<file path="config.mk">
export PLATFORM = sky130hd
export DESIGN_NAME = tbc_ctrl
export DESIGN_NICKNAME = d
export VERILOG_FILES = /design/src/rtl/core/tbc_pkg.sv /design/src/rtl/core/tbc_ctrl.sv
export SDC_FILE = /design/constraint.sdc
export NUM_CORES = 1
export LEC_CHECK = 0
export ABC_AREA = 0
export BUFFER_PORTS_ARGS = -buffer_cell sky130_fd_sc_hd__clkbuf_2
export CORE_AREA = 2 2 43 45
export CTS_BUF_LIST = sky130_fd_sc_hd__clkbuf_8 sky130_fd_sc_hd__clkbuf_16
export DETAILED_ROUTE_END_ITERATION = 16
export DIE_AREA = 0 0 45 47
export SLEW_MARGIN = 10
export SYNTH_ARGS = -nofsm -noshare
export SYNTH_HDL_FRONTEND = slang
export SYNTH_SLANG_ARGS = --single-unit
export TNS_END_PERCENT = 50
</file>
<file path="constraint.sdc">
create_clock -name clk -period 1.3 [get_ports clk]
set_input_delay 0 -clock clk [delete_from_list [all_inputs] [get_ports clk]]
set_output_delay 0 -clock clk [all_outputs]
set_load 0.02 [all_outputs]
</file>
<file path="src/rtl/core/tbc_pkg.sv">
// Package for the tile map box collision unit: map geometry, field widths,
// controller/datapath command and status structs, and the solid tile test.
// No dependencies.
`timescale 1ns / 1ps
`default_nettype none
package tbc_pkg;

  localparam int MAP_COLS  = 64;
  localparam int MAP_ROWS  = 64;
  localparam int COL_W     = $clog2(MAP_COLS);
  localparam int ROW_W     = $clog2(MAP_ROWS);
  localparam int MAP_DEPTH = MAP_COLS * MAP_ROWS;
  localparam int ADDR_W    = COL_W + ROW_W;

  localparam int CODE_W  = 6;
  localparam int LG_W    = 3;
  localparam int COORD_W = 16;
  localparam int SIZE_W  = 15;
  // Working width for clipping: holds x + w and the widest map extent.
  localparam int CW      = 18;

  localparam logic [LG_W-1:0] LG_RESET = LG_W'(4);

  typedef struct packed {
    logic clr;
    logic load;
    logic wr;
    logic calc;
    logic scan;
  } dp_cmd_t;

  typedef struct packed {
    logic clr_done;
    logic empty;
    logic last;
    logic hit_now;
  } dp_stat_t;

  // Codes of 1 and above are solid.
  function automatic logic is_solid(input logic [CODE_W-1:0] code);
    is_solid = !code[CODE_W-1] && (|code);
  endfunction

endpackage
`default_nettype wire

</file>
<file path="src/rtl/core/tbc_ctrl.sv">
// Controller state machine for the tile map box collision unit.
// Depends on tbc_pkg (command and status structs).
`timescale 1ns / 1ps
`default_nettype none
module tbc_ctrl (
  input  wire logic             clk,
  input  wire logic             rst_n,
  input  wire logic             start,
  input  wire logic             req_type,
  input  wire tbc_pkg::dp_stat_t stat,
  output      tbc_pkg::dp_cmd_t  cmd,
  output      logic             busy,
  output      logic             out_valid,
  output      logic             out_is_query,
  output      logic             out_hit
);

  typedef enum logic [2:0] {
    ST_CLEAR,
    ST_IDLE,
    ST_WRITE,
    ST_CALC,
    ST_SCAN,
    ST_DRAIN
  } state_t;

  state_t state_r;
  logic   out_valid_r;
  logic   out_is_query_r;
  logic   out_hit_r;

  always_ff @(posedge clk) begin
    if (!rst_n) begin
      state_r        <= ST_CLEAR;
      out_valid_r    <= 1'b0;
      out_is_query_r <= 1'b0;
      out_hit_r      <= 1'b0;
    end else begin
      out_valid_r <= 1'b0;
      unique case (state_r)
        ST_CLEAR: begin
          if (stat.clr_done) begin
            state_r <= ST_IDLE;
          end
        end
        ST_IDLE: begin
          if (start) begin
            state_r <= req_type ? ST_CALC : ST_WRITE;
          end
        end
        ST_WRITE: begin
          state_r        <= ST_IDLE;
          out_valid_r    <= 1'b1;
          out_is_query_r <= 1'b0;
          out_hit_r      <= 1'b0;
        end
        ST_CALC: begin
          if (stat.empty) begin
            state_r        <= ST_IDLE;
            out_valid_r    <= 1'b1;
            out_is_query_r <= 1'b1;
            out_hit_r      <= 1'b0;
          end else begin
            state_r <= ST_SCAN;
          end
        end
        ST_SCAN: begin
          if (stat.hit_now) begin
            state_r        <= ST_IDLE;
            out_valid_r    <= 1'b1;
            out_is_query_r <= 1'b1;
            out_hit_r      <= 1'b1;
          end else if (stat.last) begin
            state_r <= ST_DRAIN;
          end
        end
        ST_DRAIN: begin
          state_r        <= ST_IDLE;
          out_valid_r    <= 1'b1;
          out_is_query_r <= 1'b1;
          out_hit_r      <= stat.hit_now;
        end
        default: begin
          state_r <= ST_IDLE;
        end
      endcase
    end
  end

  always_comb begin
    cmd      = '0;
    cmd.clr  = (state_r == ST_CLEAR);
    cmd.load = (state_r == ST_IDLE) && start;
    cmd.wr   = (state_r == ST_WRITE);
    cmd.calc = (state_r == ST_CALC);
    cmd.scan = (state_r == ST_SCAN);
  end

  assign busy         = (state_r != ST_IDLE);
  assign out_valid    = out_valid_r;
  assign out_is_query = out_is_query_r;
  assign out_hit      = out_hit_r;

endmodule
`default_nettype wire

</file>
After elaboration in Yosys (flattened, before gate mapping):

Cells that the tools add are included.

* memories: 0
* bits in registers: 6
* memory bits (read-only): 0
* bits of input ports: 8
* bits in writable memories: 0
* latch bits: 0

* div/mod/pow operators: 0
* $lt $le $gt $ge: 0
* reductions and logical operators: 6
* shift-type cells: 0
* eq/ne operators: 11
* $mul: 0
* muxes and demuxes: 15
* bitwise operators: 0
* $add $sub $neg: 0

Operators with widths (number)
* 3-bit two-way mux: 5
* 3-bit case mux with 4 select lines: 1
* 2-bit != test, second input constant: 4
* 1-bit case mux with 4 select lines: 2
* 3-bit by 2-bit equality test with 1-bit output, second input constant: 2
* 3-bit equality test, second input constant: 2
* 1-bit two-way mux: 6
* 3-bit AND reduction: 2
* 4-bit nonzero test: 1
* 3-bit by 1-bit equality test with 1-bit output, second input constant: 1
* 3-bit zero test: 1
* 3-bit by 1-bit != test with 1-bit output, second input constant: 1
* 3-bit != test, second input constant: 1
* 1-bit case mux with 3 select lines: 1
* 2-bit OR reduction: 1
* 1-bit logical AND: 1

Depth between registers and ports, before layout:

Gate-level depths: netlist of run 1.

* word-level depth: 3
* gate-level depth with buffers: 5
* gate-level depth less buffers: 5

Least setup slack after synthesis of run 1:

Ideal clock, no wire load.

* path type: register -> register
* start point: register state_r[0]
* end point: register state_r[2]
* stages on the path, launching flop included: 5
* setup time: 0.058 ns
* arrival: 1.093 ns
* data required time: 1.242 ns
* buffers on the path: 1
* path slack: 0.150 ns
* path through: dfxtp_1 > clkbuf_4 > nor3b_2 > and2_1 > o21a_1

RTL lines
* start: declaration: line tbc_ctrl.sv:27 `state_t state_r;`
* start signal: assignment: line tbc_ctrl.sv:48 `state_r <= req_type ? ST_CALC : ST_WRITE;`

==> qor_table.md, run 1 <==
| Stage | Parameter | This run |
|:---|:---|:---|
| clocking | Root buf cell | sky130_fd_sc_hd__clkbuf_8 |
| synthesis | Warnings from Yosys | 0 |
| worst hold path | Worst Hold Launch | rst_n |
| synthesis | Synth Area per Inst | 9.54 µm² |
| clocking | Clk Latency, worst-skew pair | 0.22 ns |
| timing | Final cycle utilization of the critical path | 93.7% |
| global route | Total congestion overflow | 0 |
| timing | Least-Margin Pin Slew | 0.366 ns |
| synthesis | Cell taking the most area after synthesis | sky130_fd_sc_hd__dfxtp_1 |
| floorplan | Rows | 15 |
| placement | Number of input and output port buffers inserted | 16 |
| synthesis | Top cells by instance count after synthesis | sky130_fd_sc_hd__dfxtp_1 (6), sky130_fd_sc_hd__nor2_1 (4), sky130_fd_sc_hd__nand2b_1 (3) |
| finish | Share of final-layout standard cells stronger than drive strength 1 | 43.6% |
| clocking | Clock input transition at the sequential cells of the worst setup and hold paths | 0.04 ns |
| worst setup path | R2R setup slack | 0.09 ns |
| synthesis | Area fraction of the dominant cell type after synthesis | 34.0% |
| clocking | Quantity of gates resized following cts | 0 |
| timing | Hold Slack | 0.0800 ns |
| global route | Maximum number of pins on one net before global-route repair | 12 |
| synthesis | Nets in the synthesized netlist | 46 |
| clocking | Hold-fix buffers at CTS | 0 |
| global route | Global routing usage summed across all routing layers | 8.69% |
| timing | Number of pins exceeding their max-slew limit in the final report | 0 |
| routing | Via density | 4.56 |
| synthesis | Main area contributors after synthesis | sky130_fd_sc_hd__dfxtp_1 (34%), sky130_fd_sc_hd__nand2b_1 (5.3%), sky130_fd_sc_hd__nor2_1 (4.3%), sky130_fd_sc_hd__nor2b_4 (3.9%), sky130_fd_sc_hd__and2_1 (3.5%) |
| clocking | Postcts setup bufs | 0 |
| worst hold path | Worst hold path class | input port to flip-flop |
| synthesis | Top flip-flop cell by instance count after synthesis | sky130_fd_sc_hd__dfxtp_1 |
| worst setup path | Crit. End Element | output pin |
| finish | Antenna Diode Count | 0 |
| floorplan | Total die area | 0.00212 mm² |
| synthesis | Sequential-to-total area share from yosys stat | 34.0% |
| synthesis | Netlist Area Pre-Place | 353 µm² |
| worst setup path | Worst reg2reg startpoint | state_r[0] |
| worst setup path | Critical Path RT | 1.30 ns |
| clocking | Number of sinks handled by clock tree synthesis | 6 |
| worst setup path | Worst setup path category | flip-flop to output pin |
| floorplan | Core ar. | 0.00165 mm² |
| routing | Routed len/inst | 10.9 µm |
| clocking | Depth of the CTS H-tree | 1 |
| worst setup path | Max FO, Critical Path | 11 |
| synthesis | Netlist cell types | 24 |
| timing | Setup-violating endpoint count in the final report | 0 |
| routing | Via total after detailed routing | 328 |
| routing | Iteration-0 DRC count of the detailed router | 3 |
| power | Power density of the placed cells | 1130 mW/mm² |
| placement | Placer Congestion | 0.709 |
| routing | DR pass1 iterations | 2 |
| routing | Routed wire length | 784 µm |
| synthesis | Dominant cell by count in the synthesized netlist | sky130_fd_sc_hd__dfxtp_1 |
| timing | Setup TNS | 0 ns |
| timing | Shortest period the worst path allows | 1.22 ns |
| floorplan | I/O Pins | 17 |
| floorplan | Width of the die | 45 µm |
| finish | Number of fill cells | 189 |
| worst setup path | Kind of start point of the critical path | flip-flop |
| power | Cell leakage power | 0.219 nW |
| timing | Final hold violations | 0 |
| worst setup path | Worst setup path start | state_r[0] |
| finish | Synth-to-layout area growth | 38.3% |
| finish | Post-layout net count | 66 |
| synthesis | Synthesis-stage register bit count | 6 |
| timing | Slew HR | 75.6% |
| global route | Via count of the first global-routing pass | 303 |
| clocking | TritonCTS buffer count | 3 |
| timing | Layout Skew | 0.000526 ns |
| synthesis | Number of enable flip-flop cells after synthesis | 0 |
| timing | Timing-limited maximum frequency | 821 MHz |
| outcome | Result of the run | finished, final reports clean |
| global route | Global-route wire length before repair | 1240 µm |
| routing | DRC | 0 |
| floorplan | Initial Utilization | 21.4% |
| job | Number of max-cap violations | 0 |
| clocking | Number of buffers between clock root and the deepest sink | 2 |
| timing | Unrepaired setup endpoints after global routing | no |
| clocking | TritonCTS clock tree | yes |
| synthesis | Proportion of synthesized flip-flops having asynchronous set or reset | 0% |
| worst setup path | Worst path arrival time | 1.22 ns |
| floorplan | Die span in y | 47 µm |
| power | Worst-case vdd ir drop | 363 µV |
| placement | HPWL Detailed | 606 µm |
| synthesis | Post-Syn Instances | 37 |
| routing | Detail Route Antenna Nets | 0 |
| global route | Initial antenna violation count | 0 |
==> through the flow <==
step	util [%]	power (mW)	worst slack, ns	cells	cell area [µm²]
3_3_place_gp	27.0	0.278	0.153	69	447
2_1_floorplan	-	0.250	0.150	37	353
5_1_grt	29.5	0.583	0.00938	72	488
6_report	29.5	0.551	0.0819	72	488
3_5_place_dp	27.0	0.278	0.104	69	447
4_1_cts	29.5	0.561	0.0687	72	488
==> cell type report <==
class	instances	area [µm²]	area share [%]
Clock buffer	3	41.3	8.46
Inverter	2	7.51	1.54
Multi-Input combinational cell	28	218	44.6
Sequential cell	6	120	24.6
Tap cell	17	21.3	4.36
Timing Repair Buffer	16	80.1	16.4
==> worst paths after layout <==
kind,endpoint,cells past startpoint
min reg2reg,out_hit,2
max,cmd[3],2
max reg2reg,state_r[0],3
min,state_r[2],2
==> state kept, by name, summed over array words and instances, names as in the netlist <==
signal        cells
out_hit           1
state_r           3
out_valid         1
out_is_query      1
==> layout by cell type (no fill, tap or decap) <==
cell type	netlist	final
sky130_fd_sc_hd__clkbuf_2	0	16
sky130_fd_sc_hd__dfxtp_1	6	6
sky130_fd_sc_hd__nor2_1	4	4
sky130_fd_sc_hd__nand2b_1	3	3
sky130_fd_sc_hd__clkbuf_8	0	3
sky130_fd_sc_hd__inv_1	2	2
sky130_fd_sc_hd__and2_1	2	2
sky130_fd_sc_hd__nand2_1	2	2
sky130_fd_sc_hd__and3b_4	1	1
sky130_fd_sc_hd__nor3b_2	1	1
sky130_fd_sc_hd__nand3b_1	1	1
sky130_fd_sc_hd__nor3_1	1	1
sky130_fd_sc_hd__and4bb_2	1	1
sky130_fd_sc_hd__nor2b_4	1	1
sky130_fd_sc_hd__o21a_1	1	1
sky130_fd_sc_hd__nor3b_1	1	1
sky130_fd_sc_hd__o21ai_0	1	1
sky130_fd_sc_hd__and4b_1	1	1
sky130_fd_sc_hd__nor2b_1	1	1
sky130_fd_sc_hd__o22ai_2	1	1
sky130_fd_sc_hd__and3b_1	1	1
sky130_fd_sc_hd__o221a_1	1	1
sky130_fd_sc_hd__a211o_1	1	1
sky130_fd_sc_hd__mux2i_1	1	1
sky130_fd_sc_hd__ha_1	1	1
==> kinds of logic after synthesis <==
kind of cell | Yosys count | synth area share, %
compound gates | 5 | 12.8
fa+ha+maj | 1 | 3.55
buf+inv | 3 | 4.26
flops | 6 | 34.0
mux | 1 | 2.84
simple gates | 21 | 42.6
==> layer usage <==
metal	part of all wire (%)	vias up	global-route usage, %
met2	44	12	11.4
met1	49	147	11.1
li1	-	167	-
met4	2.3	0	8.82
met3	4.8	2	2.31
met5	0	-	0
==> power breakdown <==
part	switching [mW]	internal (mW)	leakage [nW]
Sequential	0.0127	0.191	0.0488
Clock	0.0778	0.199	0.0216
Combinational	0.0384	0.0326	0.148
==> critical path: stages, from the launching register on <==
cell,delay [ns]
sky130_fd_sc_hd__dfxtp_1,0.53
sky130_fd_sc_hd__and4bb_2,0.30
sky130_fd_sc_hd__clkbuf_2,0.17
No activity file was read; power rests on OpenSTA's default activity.
==> inputs of run 2 (changes only) <==
--- a/config.mk
+++ b/config.mk
@@ -7,10 +7,10 @@
 export LEC_CHECK = 0
 export ABC_AREA = 0
 export BUFFER_PORTS_ARGS = -buffer_cell sky130_fd_sc_hd__clkbuf_2
-export CORE_AREA = 2 2 43 45
+export CORE_AREA = 2 2 39 41
 export CTS_BUF_LIST = sky130_fd_sc_hd__clkbuf_8 sky130_fd_sc_hd__clkbuf_16
 export DETAILED_ROUTE_END_ITERATION = 16
-export DIE_AREA = 0 0 45 47
+export DIE_AREA = 0 0 41 43
 export SLEW_MARGIN = 10
 export SYNTH_ARGS = -nofsm -noshare
 export SYNTH_HDL_FRONTEND = slang
==> qor_table.md, run 2 (synthesis results as in run 1) <==
| Stage | Parameter | This run | Change |
|:---|:---|:---|:---|
| clocking | Depth of the CTS H-tree | 1 | unchanged |
| timing | Shortest period the worst path allows | 1.22 ns | +0.00188 ns |
| clocking | TritonCTS buffer count | 3 | unchanged |
| clocking | Postcts setup bufs | 0 | unchanged |
| worst setup path | Worst setup path category | flip-flop to output pin |  |
| power | Power density of the placed cells | 1150 mW/mm² | +2.1% |
| timing | Number of pins exceeding their max-slew limit in the final report | 0 | unchanged |
| timing | Setup-violating endpoint count in the final report | 0 | unchanged |
| finish | Share of final-layout standard cells stronger than drive strength 1 | 43.6% | unchanged |
| global route | Global-route wire length before repair | 1030 µm | -17% |
| routing | Routed len/inst | 10.4 µm | -4.4% |
| finish | Antenna Diode Count | 0 | unchanged |
| worst hold path | Destination of the worst hold path | state_r[2] |  |
| routing | DR pass1 iterations | 2 | unchanged |
| worst setup path | Reg2reg path depth | 3 | unchanged |
| floorplan | Rows | 14 | -1 |
| clocking | Number of sinks handled by clock tree synthesis | 6 | unchanged |
| timing | Layout Skew | 0.0000820 ns | -0.000444 ns |
| clocking | Clk Latency, worst-skew pair | 0.22 ns | about the same |
| routing | Via density | 4.38 | -3.8% |
| timing | Unrepaired setup endpoints after global routing | no |  |
| clocking | Number of buffers between clock root and the deepest sink | 2 | unchanged |
| global route | Total congestion overflow | 0 | unchanged |
| clocking | TritonCTS clock tree | yes |  |
| worst setup path | R2R setup slack | 0.10 ns | about the same |
| routing | DRC | 0 | unchanged |
| placement | Area of placed instances | 445 µm² | -0.28% |
| clocking | Clock input transition at the sequential cells of the worst setup and hold paths | 0.04 ns | about the same |
| clocking | Hold-fix buffers at CTS | 0 | unchanged |
| worst hold path | Worst Hold Launch | rst_n |  |
| worst setup path | Max FO, Critical Path | 11 | unchanged |
| global route | Global routing usage summed across all routing layers | 8.72% | +0.025 points |
| placement | Post-place setup slack | 0.121 ns | +0.0164 ns |
| finish | Post-layout net count | 66 | unchanged |
| timing | Final cycle utilization of the critical path | 93.8% | +0.14 points |
| timing | Least-Margin Pin Slew | 0.357 ns | -0.00855 ns |
| worst setup path | Worst path arrival time | 1.22 ns | about the same |
| floorplan | Total die area | 0.00176 mm² | -17% |
| worst setup path | Critical Path RT | 1.30 ns | about the same |
| global route | Via count of the first global-routing pass | 276 | -8.9% |
| worst hold path | Worst hold path class | input port to flip-flop |  |
| worst setup path | Worst reg2reg startpoint | state_r[0] |  |
| worst setup path | Worst setup path start | state_r[0] |  |
| job | Number of max-cap violations | 0 | unchanged |
| finish | Most frequent standard cell in the layout excluding fill and tap cells | sky130_fd_sc_hd__clkbuf_2 |  |
| routing | Routed wire length | 739 µm | -5.7% |
| finish | Most used cells in the layout excluding fill and tap cells | sky130_fd_sc_hd__clkbuf_2 (16), sky130_fd_sc_hd__dfxtp_1 (6), sky130_fd_sc_hd__nor2_1 (4), sky130_fd_sc_hd__nand2b_1 (3), sky130_fd_sc_hd__clkbuf_8 (3) |  |
| routing | Via total after detailed routing | 311 | -5.2% |
| finish | Register with the highest flop count | state_r |  |
| clocking | Root buf cell | sky130_fd_sc_hd__clkbuf_8 |  |
| placement | HPWL Detailed | 576 µm | -5.0% |
| global route | Maximum number of pins on one net before global-route repair | 12 | unchanged |
| routing | Detail Route Antenna Nets | 0 | unchanged |
| timing | Slew HR | 76.1% | +0.57 points |
| clocking | Quantity of gates resized following cts | 0 | unchanged |
| timing | Timing-limited maximum frequency | 820 MHz | -0.15% |
| finish | Max FFs per register | 3 | unchanged |
| timing | Crit path setup slack, layout | 0.0800 ns | -0.00188 ns |
| worst setup path | End of the worst register-to-register path | state_r[0] |  |
| finish | Synth-to-layout area growth | 37.9% |  |
| placement | Number of input and output port buffers inserted | 16 | unchanged |
| floorplan | Die span in y | 43 µm | -8.5% |
| power | Worst-case vdd ir drop | 335 µV | -7.6% |
| finish | Final Instance Count excl. Fillers | 71 | -1.4% |
| placement | Placer Congestion | 0.749 | +5.7% |
| timing | Hold Slack | 0.0774 ns | -0.00260 ns |
| routing | Iteration-0 DRC count of the detailed router | 2 | -1 |
| floorplan | Core ar. | 0.00138 mm² | -16% |
| floorplan | I/O Pins | 17 | unchanged |
| outcome | Result of the run | finished, final reports clean |  |
| floorplan | Initial Utilization | 25.5% | +4.1 points |
| floorplan | Width of the die | 41 µm | -8.9% |
| finish | Cell area after layout | 487 µm² | -0.26% |
| finish | Number of fill cells | 144 | -24% |
| power | Cell leakage power | 0.219 nW | unchanged |
| worst setup path | Crit. End Element | output pin |  |
| worst hold path | Hold path cells | 2 | unchanged |
| timing | Setup TNS | 0 ns | unchanged |
| placement | Number of placed cells counting well taps | 68 | -1.4% |
| timing | Final hold violations | 0 | unchanged |
| worst setup path | Kind of start point of the critical path | flip-flop |  |
| global route | Initial antenna violation count | 0 | unchanged |
run 2: cell counts in the layout (fill, tap and decap cells not counted):
No cell type changed its count.
run 2: cell type report:
cell class              instances  area [µm²]  share of cell area (%)
inverters                       2        7.51                    1.54
multi-input cells              28         218                    44.7
repair buffers                 16        80.1                    16.5
clock buffers                   3        41.3                    8.48
flip-flops and latches          6         120                    24.7
well taps                      16        20.0                    4.11
run 2: worst max-delay path by stage:
stage / end / slack, ns / cells after the start
2_1_floorplan: state_r[2] / 0.15 / 4
3_3_place_gp: state_r[0] / 0.14 / 3
3_5_place_dp: state_r[0] / 0.12 / 3
4_1_cts: cmd[3] / 0.09 / 2
5_1_grt: out_hit / 0.05 / 4
6_report: cmd[3] / 0.08 / 2
run 2: per-stage QoR:
| step | utilization [%] | total power [mW] |
|---|---|---|
| final | 35.2 | 0.562 |
| after global routing | 35.2 | 0.577 |
| after CTS | 35.2 | 0.565 |
| after detailed placement | 32.2 | 0.278 |
| after global placement | 32.2 | 0.277 |
| after floorplan | - | 0.250 |
run 2: power by group:
part	switching [mW]	leakage (nW)	total, mW	internal, mW
sequential	0.0125	0.0488	0.204	0.191
clock	0.0875	0.0216	0.287	0.200
combinational	0.0381	0.148	0.0708	0.0326
total	0.138	0.219	0.562	0.423
run 2: metal layers:
metal	up-vias	global-route usage, %	part of all wire (%)
met5	-	0	0
met4	0	10.0	0
met3	0	0	2.8
met2	7	11.9	46
met1	137	10.9	51
li1	167	-	-
run 2: critical path, cell delays in order, from the launching register on:
cell	delay (ns)
sky130_fd_sc_hd__dfxtp_1	0.52
sky130_fd_sc_hd__and4bb_2	0.30
sky130_fd_sc_hd__clkbuf_2	0.17
==> inputs of run 3 (changes only) <==
--- a/config.mk
+++ b/config.mk
@@ -5,12 +5,13 @@
 export SDC_FILE = /design/constraint.sdc
 export NUM_CORES = 1
 export LEC_CHECK = 0
-export ABC_AREA = 0
+export ABC_AREA = 1
 export BUFFER_PORTS_ARGS = -buffer_cell sky130_fd_sc_hd__clkbuf_2
 export CORE_AREA = 2 2 39 41
 export CTS_BUF_LIST = sky130_fd_sc_hd__clkbuf_8 sky130_fd_sc_hd__clkbuf_16
 export DETAILED_ROUTE_END_ITERATION = 16
 export DIE_AREA = 0 0 41 43
+export GPL_ROUTABILITY_DRIVEN = 0
 export SLEW_MARGIN = 10
 export SYNTH_ARGS = -nofsm -noshare
 export SYNTH_HDL_FRONTEND = slang
==> qor_table.md, run 3 <==
| Stage | Parameter | This run | Change |
|:---|:---|:---|:---|
| placement | Area of placed instances | 482 µm² | +8.1% |
| finish | Area of combinational cells with multiple inputs | 204 µm² | -6.3% |
| job | Number of max-cap violations | 0 | unchanged |
| floorplan | Die span in y | 43 µm | unchanged |
| routing | Routed wire length on met2 | 373 µm | +10% |
| timing | Layout Skew | 0.00257 ns | +0.00249 ns |
| worst setup path | Kind of start point of the critical path | flip-flop |  |
| clocking | Number of buffers between clock root and the deepest sink | 2 | unchanged |
| routing | Iteration-0 DRC count of the detailed router | 5 | +3 |
| finish | Most used cells in the layout excluding fill and tap cells | sky130_fd_sc_hd__clkbuf_2 (15), sky130_fd_sc_hd__inv_1 (14), sky130_fd_sc_hd__nand2_1 (10), sky130_fd_sc_hd__nor2_1 (9), sky130_fd_sc_hd__nand3_1 (8) |  |
| global route | Global-route wire length before repair | 1480 µm | +44% |
| synthesis | Area fraction of the dominant cell type after synthesis | 31.6% | -2.5 points |
| synthesis | Number of enable flip-flop cells after synthesis | 0 | unchanged |
| worst setup path | Worst setup path start | state_r[0] |  |
| synthesis | Top flip-flop cell by instance count after synthesis | sky130_fd_sc_hd__dfxtp_1 |  |
| global route | Via count of the first global-routing pass | 389 | +41% |
| finish | Most frequent standard cell in the layout excluding fill and tap cells | sky130_fd_sc_hd__clkbuf_2 |  |
| floorplan | Rows | 14 | unchanged |
| finish | Final Instance Count excl. Fillers | 97 | +37% |
| routing | Routed wire length | 884 µm | +20% |
| floorplan | Total die area | 0.00176 mm² | unchanged |
| synthesis | Sequential-to-total area share from yosys stat | 31.6% | -2.5 points |
| worst setup path | Max FO, Critical Path | 6 | -5 |
| power | Power density of the placed cells | 1100 mW/mm² | -4.5% |
| timing | Least-Margin Pin Slew | 0.217 ns | -0.140 ns |
| worst setup path | Worst path arrival time | 1.19 ns | -0.03 ns |
| outcome | Result of the run | finished, final reports clean |  |
| routing | Total met3 wirelength after detailed routing | 104 µm | +400% |
| power | Cell leakage power | 0.318 nW | +45% |
| floorplan | I/O Pins | 17 | unchanged |
| worst setup path | R2R setup slack | 0.20 ns | +0.10 ns |
| routing | DR pass1 iterations | 4 | +2 |
| timing | Setup-violating endpoint count in the final report | 0 | unchanged |
| global route | Total congestion overflow | 0 | unchanged |
| timing | Final cycle utilization of the critical path | 91.2% | -2.6 points |
| timing | Shortest period the worst path allows | 1.19 ns | -0.0339 ns |
| worst setup path | Critical Path RT | 1.30 ns | about the same |
| routing | Via total after detailed routing | 441 | +42% |
| worst setup path | Worst setup path category | flip-flop to output pin |  |
| timing | Unrepaired setup endpoints after global routing | no |  |
| synthesis | Synth Area per Inst | 6.24 µm² | -35% |
| finish | Max FFs per register | 3 | unchanged |
| finish | Register with the highest flop count | state_r |  |
| synthesis | Nets in the synthesized netlist | 70 | +52% |
| timing | Slew HR | 85.4% | +9.3 points |
| synthesis | Cell taking the most area after synthesis | sky130_fd_sc_hd__dfxtp_1 |  |
| routing | Detail Route Antenna Nets | 0 | unchanged |
| synthesis | Netlist Area Pre-Place | 380 µm² | +7.8% |
| timing | Number of pins exceeding their max-slew limit in the final report | 0 | unchanged |
| clocking | Clock input transition at the sequential cells of the worst setup and hold paths | 0.04 ns | about the same |
| routing | Routed length on met1 | 390 µm | +2.6% |
| placement | HPWL Detailed | 685 µm | +19% |
| routing | Via density | 4.55 | +3.8% |
| routing | Routed len/inst | 9.11 µm | -12% |
| synthesis | Arithmetic-cell share of the synthesized area counting full adders, half adders and majority gates | 3.29% | -0.26 points |
| floorplan | Initial Utilization | 27.5% | +2.0 points |
| finish | Antenna Diode Count | 0 | unchanged |
| synthesis | Compound-gate portion of the synthesized area | 5.26% | -7.5 points |
| worst hold path | Worst hold path class | input port to flip-flop |  |
| synthesis | Post-Syn Instances | 61 | +65% |
| synthesis | Proportion of synthesized flip-flops having asynchronous set or reset | 0% | unchanged |
| synthesis | Warnings from Yosys | 0 | unchanged |
| worst setup path | End of the worst register-to-register path | state_r[0] |  |
| routing | DRC | 0 | unchanged |
| synthesis | Post-synthesis share of cell area spent on xor and xnor gates | 0% | unchanged |
| finish | Area taken by flip-flops and latches | 125 µm² | +4.2% |
| synthesis | Share of cell area taken by muxes after synthesis | 0% | -2.8 points |
| finish | Number of fill cells | 166 | +15% |
| clocking | TritonCTS clock tree | yes |  |
| worst setup path | Setup crit end | cmd[3] |  |
| clocking | Clk Latency, worst-skew pair | 0.22 ns | about the same |
| finish | Cell area after layout | 544 µm² | +12% |
| worst setup path | Crit. End Element | output pin |  |
| finish | Share of final-layout standard cells stronger than drive strength 1 | 32.1% | -12 points |
| finish | Synth-to-layout area growth | 43.1% |  |
| timing | Final hold violations | 0 | unchanged |
| synthesis | Main area contributors after synthesis | sky130_fd_sc_hd__dfxtp_1 (32%), sky130_fd_sc_hd__inv_1 (15%), sky130_fd_sc_hd__nand3_1 (11%), sky130_fd_sc_hd__nand2_1 (9.9%), sky130_fd_sc_hd__nor2_1 (8.9%) |  |
| clocking | Number of sinks handled by clock tree synthesis | 6 | unchanged |
| global route | Initial antenna violation count | 0 | unchanged |
| synthesis | Top cells by instance count after synthesis | sky130_fd_sc_hd__inv_1 (15), sky130_fd_sc_hd__nand2_1 (10), sky130_fd_sc_hd__nor2_1 (9), sky130_fd_sc_hd__nand3_1 (8), sky130_fd_sc_hd__dfxtp_1 (6) |  |
| placement | Number of input and output port buffers inserted | 16 | unchanged |
| synthesis | Main combinational cell family by area after synthesis | simple AND/OR/NAND/NOR gates |  |
| finish | Final core utilization | 39.3% | +4.2 points |
| synthesis | Dominant cell by count in the synthesized netlist | sky130_fd_sc_hd__inv_1 |  |
| synthesis | Netlist cell types | 13 | -46% |
| global route | Maximum number of pins on one net before global-route repair | 8 | -4 |
| clocking | TritonCTS buffer count | 3 | unchanged |
| floorplan | Width of the die | 41 µm | unchanged |
| clocking | Depth of the CTS H-tree | 1 | unchanged |
| worst setup path | Worst reg2reg startpoint | state_r[2] |  |
| routing | Highest routed metal layer | met4 |  |
| clocking | Root buf cell | sky130_fd_sc_hd__clkbuf_8 |  |
| worst setup path | Reg2reg path depth | 7 | +4 |
| placement | Number of placed cells counting well taps | 93 | +37% |
| synthesis | Simple logic cell fraction of the synthesized area | 42.1% | -0.45 points |
| finish | Post-layout net count | 92 | +39% |
| global route | Global routing usage summed across all routing layers | 13.0% | +4.3 points |
| timing | Timing-limited maximum frequency | 843 MHz | +2.9% |
| synthesis | Synthesis-stage register bit count | 6 | unchanged |
| floorplan | Core ar. | 0.00138 mm² | unchanged |
| power | Worst-case vdd ir drop | 522 µV | +56% |
## run 3: cell count changes after synthesis, sizes merged, moves of 3 or more
cell    delta
nand4      +3
inv       +13
nand3      +8
nor2       +5
nand2b     -3
nand2      +8
nor3       +4
## run 3: critical path: stages, from the launching register on
cell	delay [ns]
sky130_fd_sc_hd__dfxtp_4	0.37
sky130_fd_sc_hd__inv_2	0.07
sky130_fd_sc_hd__nor3_4	0.20
sky130_fd_sc_hd__inv_1	0.08
sky130_fd_sc_hd__nor2_1	0.09
sky130_fd_sc_hd__buf_4	0.14
## run 3: final cells by class
type	instances	area share [%]
multi-input cells	39	37.5
flip-flops and latches	6	23.0
repair buffers	18	17.9
inverters	15	10.3
clock buffers	3	7.59
well taps	16	3.68
## run 3: what timing repair did
item	CTS	global route
hold buffers	0	0
pin swaps	1	0
setup endpoints to repair	1	3
buffers inserted	1	0
gates resized for setup	3	4
## run 3: worst min path at each step
stage	start	to	slack (ns)	cells past startpoint
finish	start	state_r[1]	0.02	3
global route	start	state_r[1]	0.04	3
CTS	start	state_r[1]	0.03	3
detailed placement	start	state_r[1]	0.27	3
global placement	rst_n	out_hit	0.27	3
floorplan	rst_n	out_hit	0.12	2
## run 3: routing by layer
layer | GRT usage (%) | up-vias
met5 | 0 | -
met4 | 10.0 | 0
met3 | 4.71 | 2
met2 | 15.9 | 20
met1 | 17.5 | 187
li1 | - | 232
## run 3: logic make-up (layout without fill, tap and decap cells)
logic type | Yosys count | after routing
buffers and inverters | 16 | 36
AO/OA/AOI/OAI | 3 | 3
adder cells (fa/ha/maj) | 1 | 1
AND/OR/NAND/NOR | 35 | 35
flip-flops | 6 | 6
## run 3: per-stage QoR
step	total power [mW]	setup slack, ns	hold slack, ns	setup TNS [ns]
after detailed placement	0.312	0.134	0.268	0
after CTS	0.610	0.0219	0.0312	0
final	0.600	0.114	0.0249	0
after global placement	0.311	0.140	0.273	0
after floorplan	0.275	-0.0317	0.121	-0.0317
after global routing	0.634	0.00330	0.0408	0
## run 3: power by group
group	switching (mW)	leakage (nW)	internal [mW]
Combinational	0.0676	0.247	0.0483
Sequential	0.0110	0.0499	0.195
Clock	0.0791	0.0216	0.199
Total	0.158	0.318	0.442
